$ cat config.mk
export PLATFORM = sky130hd
export DESIGN_NAME = smc_cell
export DESIGN_NICKNAME = d
export VERILOG_FILES = /design/src/rtl/smc_pkg.sv /design/src/rtl/smc_cell.sv
export SDC_FILE = /design/constraint.sdc
export NUM_CORES = 1
export LEC_CHECK = 0
export ABC_CLOCK_PERIOD_IN_PS = 3500
export BUFFER_PORTS_ARGS = -buffer_cell sky130_fd_sc_hd__buf_2
export CORE_UTILIZATION = 43
export DETAILED_ROUTE_END_ITERATION = 12
export GPL_ROUTABILITY_DRIVEN = 0
export PLACE_DENSITY_LB_ADDON = 0.1
export RECOVER_POWER = 25
export SKIP_CTS_REPAIR_TIMING = 1
export SYNTH_ARGS = -nofsm -noshare
export SYNTH_HDL_FRONTEND = slang
export SYNTH_SLANG_ARGS = --single-unit
$ cat constraint.sdc
create_clock -name clk -period 3.5 [get_ports clk]
set_input_delay 0.35 -clock clk [delete_from_list [all_inputs] [get_ports clk]]
set_output_delay 0.35 -clock clk [all_outputs]
set_load 0.005 [all_outputs]
$ cat src/rtl/smc_pkg.sv
`timescale 1ns / 1ps
// ----------------------------------------------------------------------------
// smc_pkg: shared types and constants of the sorted multiset engine
// Operation and status codes, request and result payloads, sequencer states
// and the command that the sequencer sends to every cell of the chain.
// ----------------------------------------------------------------------------
package smc_pkg;

  localparam int CAPACITY_DEF    = 64;
  localparam int VALUE_WIDTH_DEF = 32;

  localparam int VALUE_FIELD_W   = 32;
  localparam int MATCH_W         = 7;
  localparam int REMOVED_W       = 6;
  localparam int SIZE_W          = 7;

  typedef enum logic [1:0] {
    OP_INSERT   = 2'd0,
    OP_REMOVE   = 2'd1,
    OP_COUNT    = 2'd2,
    OP_MAKE_SET = 2'd3
  } smc_op_t;

  typedef enum logic [1:0] {
    ST_DONE      = 2'd0,
    ST_NOT_FOUND = 2'd1,
    ST_FULL      = 2'd2
  } smc_status_t;

  typedef enum logic [1:0] {
    S_IDLE,
    S_APPLY,
    S_DEDUP
  } smc_state_t;

  typedef enum logic [2:0] {
    CELL_HOLD,
    CELL_EVAL,
    CELL_INSERT,
    CELL_REMOVE,
    CELL_DEDUP
  } cell_op_t;

  typedef struct packed {
    smc_op_t                    operation;
    logic signed [VALUE_FIELD_W-1:0] value;
  } smc_in_t;

  typedef struct packed {
    smc_status_t          status;
    logic [MATCH_W-1:0]   match_count;
    logic [REMOVED_W-1:0] removed_count;
    logic [SIZE_W-1:0]    size;
    logic                 empty_res;
  } smc_out_t;

endpackage

$ cat src/rtl/smc_cell.sv
`timescale 1ns / 1ps
// ----------------------------------------------------------------------------
// smc_cell: one slot of the sorted chain
// Holds one element and its valid bit, keeps the compare flags against the
// request value and takes its neighbor's element when the chain shifts.
// ----------------------------------------------------------------------------
module smc_cell #(
  parameter int VALUE_WIDTH = smc_pkg::VALUE_WIDTH_DEF
) (
  input  logic                   clk,
  input  logic                   rst,
  input  smc_pkg::cell_op_t      op,
  input  logic [VALUE_WIDTH-1:0] key_value,
  input  logic [VALUE_WIDTH-1:0] left_value,
  input  logic                   left_valid,
  input  logic                   left_gt,
  input  logic [VALUE_WIDTH-1:0] right_value,
  input  logic                   right_valid,
  input  logic                   shift_left,
  output logic [VALUE_WIDTH-1:0] value,
  output logic                   valid,
  output logic                   gt,
  output logic                   ge,
  output logic                   dup
);
  import smc_pkg::*;

  logic take_left;
  logic take_key;
  logic take_right;

  // Empty slots count as greater than any value, so both flags form a
  // thermometer code over the chain.
  always_comb begin
    take_left  = 1'b0;
    take_key   = 1'b0;
    take_right = 1'b0;
    unique case (op)
      CELL_INSERT: begin
        take_left = gt && left_gt;
        take_key  = gt && !left_gt;
      end
      CELL_REMOVE: take_right = ge;
      CELL_DEDUP:  take_right = shift_left;
      default: ;
    endcase
  end

  always_ff @(posedge clk) begin
    if (rst) begin
      valid <= 1'b0;
      gt    <= 1'b0;
      ge    <= 1'b0;
    end else begin
      if (op == CELL_EVAL) begin
        gt <= !valid || ($signed(value) > $signed(key_value));
        ge <= !valid || ($signed(value) >= $signed(key_value));
      end
      if (take_left) begin
        valid <= left_valid;
      end else if (take_key) begin
        valid <= 1'b1;
      end else if (take_right) begin
        valid <= right_valid;
      end
    end
  end

  always_ff @(posedge clk) begin
    if (take_left) begin
      value <= left_value;
    end else if (take_key) begin
      value <= key_value;
    end else if (take_right) begin
      value <= right_value;
    end
  end

  assign dup = valid && left_valid && (value == left_value);

endmodule

== Word-level counts from Yosys, hierarchy flattened ==
Index checks and enable logic that the tools add are counted.

* Input bits: 105
* Memories: 0
* Memory bits (read-only): 0
* Bits in latches: 0
* RAM bits: 0
* Register bits: 35

* Multipliers: 0
* Multiplexer cells: 9
* Magnitude comparators: 2
* Bitwise operators: 0
* Equality and inequality tests: 5
* Reduce and logical (&&, ||, !) cells: 9
* Divide/modulo/power cells: 0
* Shift operators: 0
* $add $sub $neg: 0

{| class="wikitable"
|+ Operators by type and width
! kind !! number
|-
| 32-bit 2-to-1 mux || 3
|-
| 32-bit equality test || 1
|-
| 32-bit >= comparator || 1
|-
| 32-bit > comparator || 1
|-
| 3-bit by 2-bit equality test with 1-bit output (second input constant) || 2
|-
| 1-bit 2-to-1 mux || 5
|-
| 1-bit logical AND || 4
|-
| 3-bit by 1-bit equality test with 1-bit output (second input constant) || 1
|-
| 3-bit equality test (second input constant) || 1
|-
| 3-bit nonzero test || 1
|-
| 1-bit logical NOT || 2
|-
| 1-bit logical OR || 2
|-
| 1-bit one-hot mux with 2 select lines || 1
|}

== Longest topological paths before layout ==
Gate-level depths: netlist of run 1.

* Word-level depth: 5
* Mapped depth: 8
* Gate-level depth less buffers: 8

== Worst setup path after synthesis of run 1 ==
Ideal clock, no wire load.

* Path kind: input port to flip-flop
* From: input port op[2]
* To: register valid
* Data required time: 3.377 ns
* Setup slack: 0.089 ns
* Arrival time: 3.289 ns
* Cell stages on the path: 4
* Cells stage by stage: nand2b_1 > o21ai_0 > mux2i_1 > nor2_1

* Cells in the longest elaborated chain, start to end: 4

{| class="wikitable"
|+ RTL lines
! element !! RTL line !! RTL
|-
| start: declaration || smc_cell.sv:12 || <nowiki>input smc_pkg::cell_op_t op,</nowiki>
|-
| 3-bit by 2-bit equality test with 1-bit output || smc_cell.sv:38 || <nowiki>unique case (op)</nowiki>
|-
| 1-bit 2-to-1 mux || smc_cell.sv:38 ||
|-
| 1-bit 2-to-1 mux || smc_cell.sv:61 || <nowiki>end else if (take_key) begin</nowiki>
|-
| 1-bit 2-to-1 mux || smc_cell.sv:59 || <nowiki>if (take_left) begin</nowiki>
|-
| end signal: assignment || smc_cell.sv:60 || <nowiki>valid <= left_valid;</nowiki>
|-
| end signal: assignment || smc_cell.sv:64 || <nowiki>valid <= right_valid;</nowiki>
|-
| end: declaration || smc_cell.sv:21 || <nowiki>output logic valid,</nowiki>
|}

Several ways; a longest one is shown, not always the timed one.
A chain may end at the register's enable or synchronous reset.

== Worst setup path in the final report of run 1 ==
* From: register value[8]
* To: output port dup

* Cells in the longest elaborated chain, start to end: 2

{| class="wikitable"
|+ RTL lines
! element !! RTL line !! RTL
|-
| start: declaration || smc_cell.sv:20 || <nowiki>output logic [VALUE_WIDTH-1:0] value,</nowiki>
|-
| start signal: assignment || smc_cell.sv:71 || <nowiki>value <= left_value;</nowiki>
|-
| start signal: assignment || smc_cell.sv:73 || <nowiki>value <= key_value;</nowiki>
|-
| start signal: assignment || smc_cell.sv:75 || <nowiki>value <= right_value;</nowiki>
|-
| 32-bit equality test || smc_cell.sv:79 || <nowiki>assign dup = valid && left_valid && (value == left_value);</nowiki>
|-
| 1-bit logical AND || smc_cell.sv:79 ||
|-
| end: declaration || smc_cell.sv:24 || <nowiki>output logic dup</nowiki>
|}

Every way passes these cells.

==> flow_metrics.py, run 1 <==
metrics = {
    "status": {
        "status": "finished clean",
    },
    "clock_tree": {
        "cts_root_buf": "clkbuf_8",
        "path_clk_slew_ns": 0.08,
        "clk_latency_ns": 0.29,
        "cts_sinks": 35,
        "cts_tree": "yes",
        "htreeDepth": 2,
        "clockBufferDepth": 2,
        "cts_buffers": 5,
    },
    "die": {
        "rows": 29,
        "io_pins": 141,
        "die_y_um": 85.3,
        "die_area_sq_mm": 0.00728,
        "start_util_pct": 45.7,
        "coreArea_sq_mm": 0.00653,
        "die_width_um": 85.3,
    },
    "sta": {
        "fin_crit_sh_pct": 78.2,
        "max_freq_ghz": 0.365,
        "worst_pin_slew_ns": 1.05,
        "finalHoldViolCount": 0,
        "finalCriticalPeriod_ns": 2.74,
        "slew-limit-headroom_pct": 30.1,
        "fin_ws_ns": 0.764,
        "finalSetupTns_ns": 0,
        "grt_setup_unrepaired": "no",
        "setup_viol": 0,
        "maxSlewViolCount": 0,
        "fin_worst_skew_ns": 0.00495,
    },
    "routing": {
        "vias": 2754,
        "drtAntennaViolNets": 0,
        "routedWlPerCell_um": 14.6,
        "initialDrtViolationCount": 78,
        "via_per_inst": 5.10,
        "drcViolationCount": 0,
        "wirelength_um": 7910,
        "dr.pass1.iters": 4,
    },
    "logic_synthesis": {
        "netlist_instances": 324,
        "synth_flop_cell": "edfxtp_1",
        "synthTopCellsByCount": "a21oi_1, nor2_1, inv_1",
        "ys_warn_count": 0,
        "ys_types": 37,
        "syn_avg_cell_area_sq_um": 9.21,
        "yosys-top-cells-area": "edfxtp_1, ha_1, mux2i_1",
        "async_reset_ff_share_pct": 0,
        "synth_edf_count": 32,
        "yosys.area.top_type": "edfxtp_1",
        "yosysTopAreaCellShare_pct": 32.2,
        "ys_ff_latch": 35,
        "seq_area_frac_synth_pct": 34.2,
        "synth_area_sq_mm": 0.00298,
        "synth_nets": 461,
        "synth_most_common_cell": "a21oi_1",
    },
    "job": {
        "drv_cap": 0,
    },
    "layout": {
        "fin_util_pct": 59.0,
        "area_delta_synth_final_pct": 29.2,
        "num_antenna_cells": 0,
        "num-nets-final": 599,
        "drive_gt1_share_pct": 31.1,
        "stdcell_area_sq_mm": 0.00386,
    },
    "global_routing": {
        "antenna_found_initial": 0,
        "grt_start_max_net_pins": 67,
        "grt_pass1_vias": 2693,
        "track_usage_pct": 22.4,
        "grt_pass1_wl_um": 12700,
        "overflow": 0,
    },
    "critical_path": {
        "worstReg2RegStart": "value[31]",
        "path_class": "reg2out",
        "cp.required_ns": 3.15,
        "critPathMaxFanout": 3,
        "endpoint_kind": "primary output",
        "worstPathArrival_ns": 2.39,
        "crit_start": "value[8]",
        "crit_path_start_kind": "flip-flop",
    },
    "worst_hold_path": {
        "min_from": "rst",
        "hp-class": "in2reg",
    },
    "placed_design": {
        "hpwl_um": 6320,
        "place_area_sq_mm": 0.00377,
        "io_buffers": 140,
        "place_ws_ns": 1.05,
    },
    "power_and_ir_drop": {
        "power_density_mw_per_mm2": 282,
        "power_mw": 1.09,
        "vdd_drop_max_uv": 134,
        "leakagePower_nw": 1.88,
    },
}
## kinds of logic after synthesis
logic type	after synthesis	share of synthesized area, %
AOI/OAI and AO/OA	62	11.7
xor gates and xnor gates	32	9.39
adders and majority gates	32	13.4
buffers and inverters	46	5.87
DFF	35	34.2
muxes	34	11.4
and+or+nand+nor	83	14.0
## cells in the final DEF, fill, tap and decap left out, drive strengths merged
cell type	count
clkbuf	18
nand3	1
nor2	40
a31oi	2
ha	32
nor4	12
xnor2	9
inv	35
or4	1
o2bb2ai	1
xor2	23
a221oi	1
o2111a	1
nor3b	2
a21boi	1
nand2b	2
a211oi	1
a21oi	45
buf	132
nand2	10
mux2i	34
dfxtp	3
o21a	2
o41a	1
o211ai	1
or4bb	1
o21ai	6
nor3	1
nor2b	1
and4	2
nand4	10
edfxtp	32
## metal layers
metal,share of wire (%),global-route usage (%)
met5,0,0
met1,45,28.9
met4,2.3,7.27
met3,6.4,4.57
met2,46,37.6
## path summary, 6_finish.rpt
path / end / slack (ns) / depth (start not counted)
worst max-delay path: dup / 0.76 / 6
worst min register to register: ge / 0.55 / 2
worst max register to register: gt / 1.16 / 6
worst min-delay path: ge / 0.26 / 2
## through the flow
step	cells	hold slack (ns)
floorplan	324	0.421
global placement	532	0.540
detailed placement	532	0.541
CTS	540	0.260
global route	540	0.259
finish	540	0.264
## final cells by class
class	instances	area [sq um]
fillers	648	2680
multi-input cells	243	1800
flip-flops and latches	35	1020
repair buffers	142	703
inverters	35	131
clock buffers	8	100
well taps	77	96.3
## sequential cells by signal, indices dropped and copies added (netlist names)
register	flops
value	32
ge	1
gt	1
valid	1
## worst max-delay path: stages (launching register included)
cell and delay (ns):
edfxtp_1 0.42, xor2_1 0.19, nor4_1 0.48, nand4_1 0.12
or4_1 0.57, nor4_1 0.17, buf_2 0.15
## power breakdown
part	switching, mW	internal (mW)
sequential	0.0127	0.474
clock	0.155	0.180
combinational	0.136	0.128
No activity file was read; power rests on OpenSTA's default activity.
==> run 2, diff against run 1 <==
- ABC_AREA: default -> 1
- ABC_CLOCK_PERIOD_IN_PS: 3500 -> 2600
- CORE_UTILIZATION: 43 -> 47
- clock period: 3.5 -> 2.6 ns (I/O delays scaled with it)
==> flow_metrics.py, run 2 <==
metrics = {
    "clock_tree": {
        "cts_tree": "yes",
        "cts_buffers": 5,
        "cts_root_buf": "clkbuf_8",
        "path_clk_slew_ns": 0.07,
        "clk_latency_ns": 0.29,
        "cts_sinks": 35,
        "clockBufferDepth": 2,
        "htreeDepth": 2,
    },
    "routing": {
        "wirelength_um": 8880,
        "drcViolationCount": 0,
        "initialDrtViolationCount": 167,
        "drtAntennaViolNets": 0,
        "vias": 3217,
        "routedWlPerCell_um": 14.8,
        "dr.pass1.iters": 5,
        "via_per_inst": 5.35,
    },
    "global_routing": {
        "antenna_found_initial": 0,
        "grt_pass1_wl_um": 13900,
        "grt_pass1_vias": 3103,
        "overflow": 0,
        "track_usage_pct": 27.9,
        "grt_start_max_net_pins": 33,
    },
    "layout": {
        "layout_common_cells": "buf_2, nand2_1, inv_1",
        "mostFrequentLayoutCell": "buf_2",
        "num_antenna_cells": 0,
        "drive_gt1_share_pct": 27.6,
        "instances_no_fill": 601,
        "num-nets-final": 662,
        "area_delta_synth_final_pct": 28.6,
        "largest_register_ffs": 32,
        "largest-register": "value",
    },
    "critical_path": {
        "cp_cell_sequence": "or2_2, a221oi_1, nand3_1, nor2_1, buf_2",
        "max_stage_delay_ns": 0.44,
        "crit_path_start_kind": "flip-flop",
        "worstPathArrival_ns": 1.85,
        "worstReg2RegStart": "ge",
        "cp_num_buf_inv": 1,
        "path_class": "reg2out",
        "critPathMaxFanout": 4,
        "rr_endpoint": "value[2]",
        "crit_family": "simple AND/OR/NAND/NOR gates",
        "cp.required_ns": 2.34,
        "rrSetupSlack_ns": 0.59,
        "endpoint_kind": "primary output",
        "reg2reg_depth": 3,
        "crit_slowest_cell": "edfxtp_1",
    },
    "logic_synthesis": {
        "synth_flop_cell": "edfxtp_1",
        "yosys.area.top_type": "edfxtp_1",
        "synth_edf_count": 32,
        "ys_warn_count": 0,
        "synth_area_sq_mm": 0.00298,
        "yosys-top-cells-area": "edfxtp_1, ha_1, nand2_1",
        "netlist_instances": 381,
        "seq_area_frac_synth_pct": 34.3,
        "ys_ff_latch": 35,
        "synth_most_common_cell": "nand2_1",
        "async_reset_ff_share_pct": 0,
        "ys_types": 36,
        "synthTopCellsByCount": "nand2_1, inv_1, edfxtp_1, ha_1, nor2_1",
        "synth_nets": 518,
        "yosysTopAreaCellShare_pct": 32.3,
        "syn_avg_cell_area_sq_um": 7.82,
    },
    "worst_hold_path": {
        "min_delay_path_depth": 4,
        "holdPathEnd": "valid",
        "hp-class": "in2reg",
        "min_from": "rst",
    },
    "placed_design": {
        "place_ws_ns": 0.529,
        "io_buffers": 140,
        "dp_cells": 593,
        "hpwl_um": 7000,
    },
    "power_and_ir_drop": {
        "power_mw": 1.37,
        "vdd_drop_max_uv": 245,
        "leakagePower_nw": 2.03,
        "power_density_mw_per_mm2": 357,
    },
    "die": {
        "rows": 28,
        "die_area_sq_mm": 0.00666,
        "die_y_um": 81.6,
        "die_width_um": 81.6,
        "start_util_pct": 49.4,
        "io_pins": 141,
        "coreArea_sq_mm": 0.00603,
    },
    "sta": {
        "slew-limit-headroom_pct": 27.1,
        "max_freq_ghz": 0.473,
        "fin_ws_ns": 0.487,
        "finalHoldViolCount": 0,
        "finalCriticalPeriod_ns": 2.11,
        "finalSetupTns_ns": 0,
        "setup_viol": 0,
        "grt_setup_unrepaired": "no",
        "worst_pin_slew_ns": 1.09,
        "maxSlewViolCount": 0,
        "fin_worst_skew_ns": 0.00227,
        "fin_crit_sh_pct": 81.3,
    },
    "status": {
        "status": "finished clean",
    },
    "job": {
        "drv_cap": 0,
    },
}
## run 2: changes by cell type in the layout (fill, tap and decap cells not counted), sizes merged, moves of 10 or more
cell    previous run  this run
nor4              12         2
nand2             10       102
a21oi             45        15
inv               35        73
mux2i             34         0
nor2              40        25
xor2              23         3
o221ai             0        23
## run 2: logic make-up after synthesis
group           synth area share, %
compound gates                 20.0
xor+xnor                       1.18
buf+inv                        11.0
fa+ha+maj                      13.4
simple gates                   20.1
flops                          34.3
## run 2: worst max path at each step
| stage | startpoint | endpoint | slack (ns) | cells after the start |
|---|---|---|---|---|
| 2_1_floorplan | ge | value[0] | 0.23 | 2 |
| 3_3_place_gp | op[1] | value[16] | 0.57 | 4 |
| 3_5_place_dp | op[1] | value[3] | 0.53 | 4 |
| 4_1_cts | value[30] | dup | 0.52 | 5 |
| 5_1_grt | value[24] | dup | 0.39 | 6 |
| 6_report | value[30] | dup | 0.49 | 5 |
## run 2: final cells by class
type,instances,area [sq um]
fill,596,2200
multi-input combinational,265,1640
sequential,35,1020
timing repair buffer,145,718
inverter,73,274
tap,75,93.8
clock buffer,7,76.3
clock inverter,1,5.00
## run 2: metal layers
layer | vias up | wire length, um | global-route usage, %
li1 | 1601 | - | -
met1 | 1445 | 3810 | 34.7
met2 | 153 | 4200 | 46.6
met3 | 18 | 719 | 6.78
met4 | 0 | 158 | 10.4
met5 | - | 0 | 0
## run 2: per-stage QoR
step / hold slack, ns / instance area [sq um] / utilization [%]
2_1_floorplan: 0.408 / 2980 / -
3_3_place_gp: 0.530 / 3770 / 62.5
3_5_place_dp: 0.530 / 3770 / 62.5
4_1_cts: 0.220 / 3850 / 63.9
5_1_grt: 0.235 / 3830 / 63.5
6_report: 0.221 / 3830 / 63.5
## run 2: worst register-to-register path, stage by stage, from the launching register on
cell	delay, ns
dfxtp_1	0.36
nand2_1	0.09
o311ai_4	0.88
buf_4	0.37
## run 2: report_power, final
group,internal [mW],total (mW),switching (mW)
logic,0.149,0.319,0.170
registers,0.638,0.657,0.0187
clock network,0.188,0.390,0.202
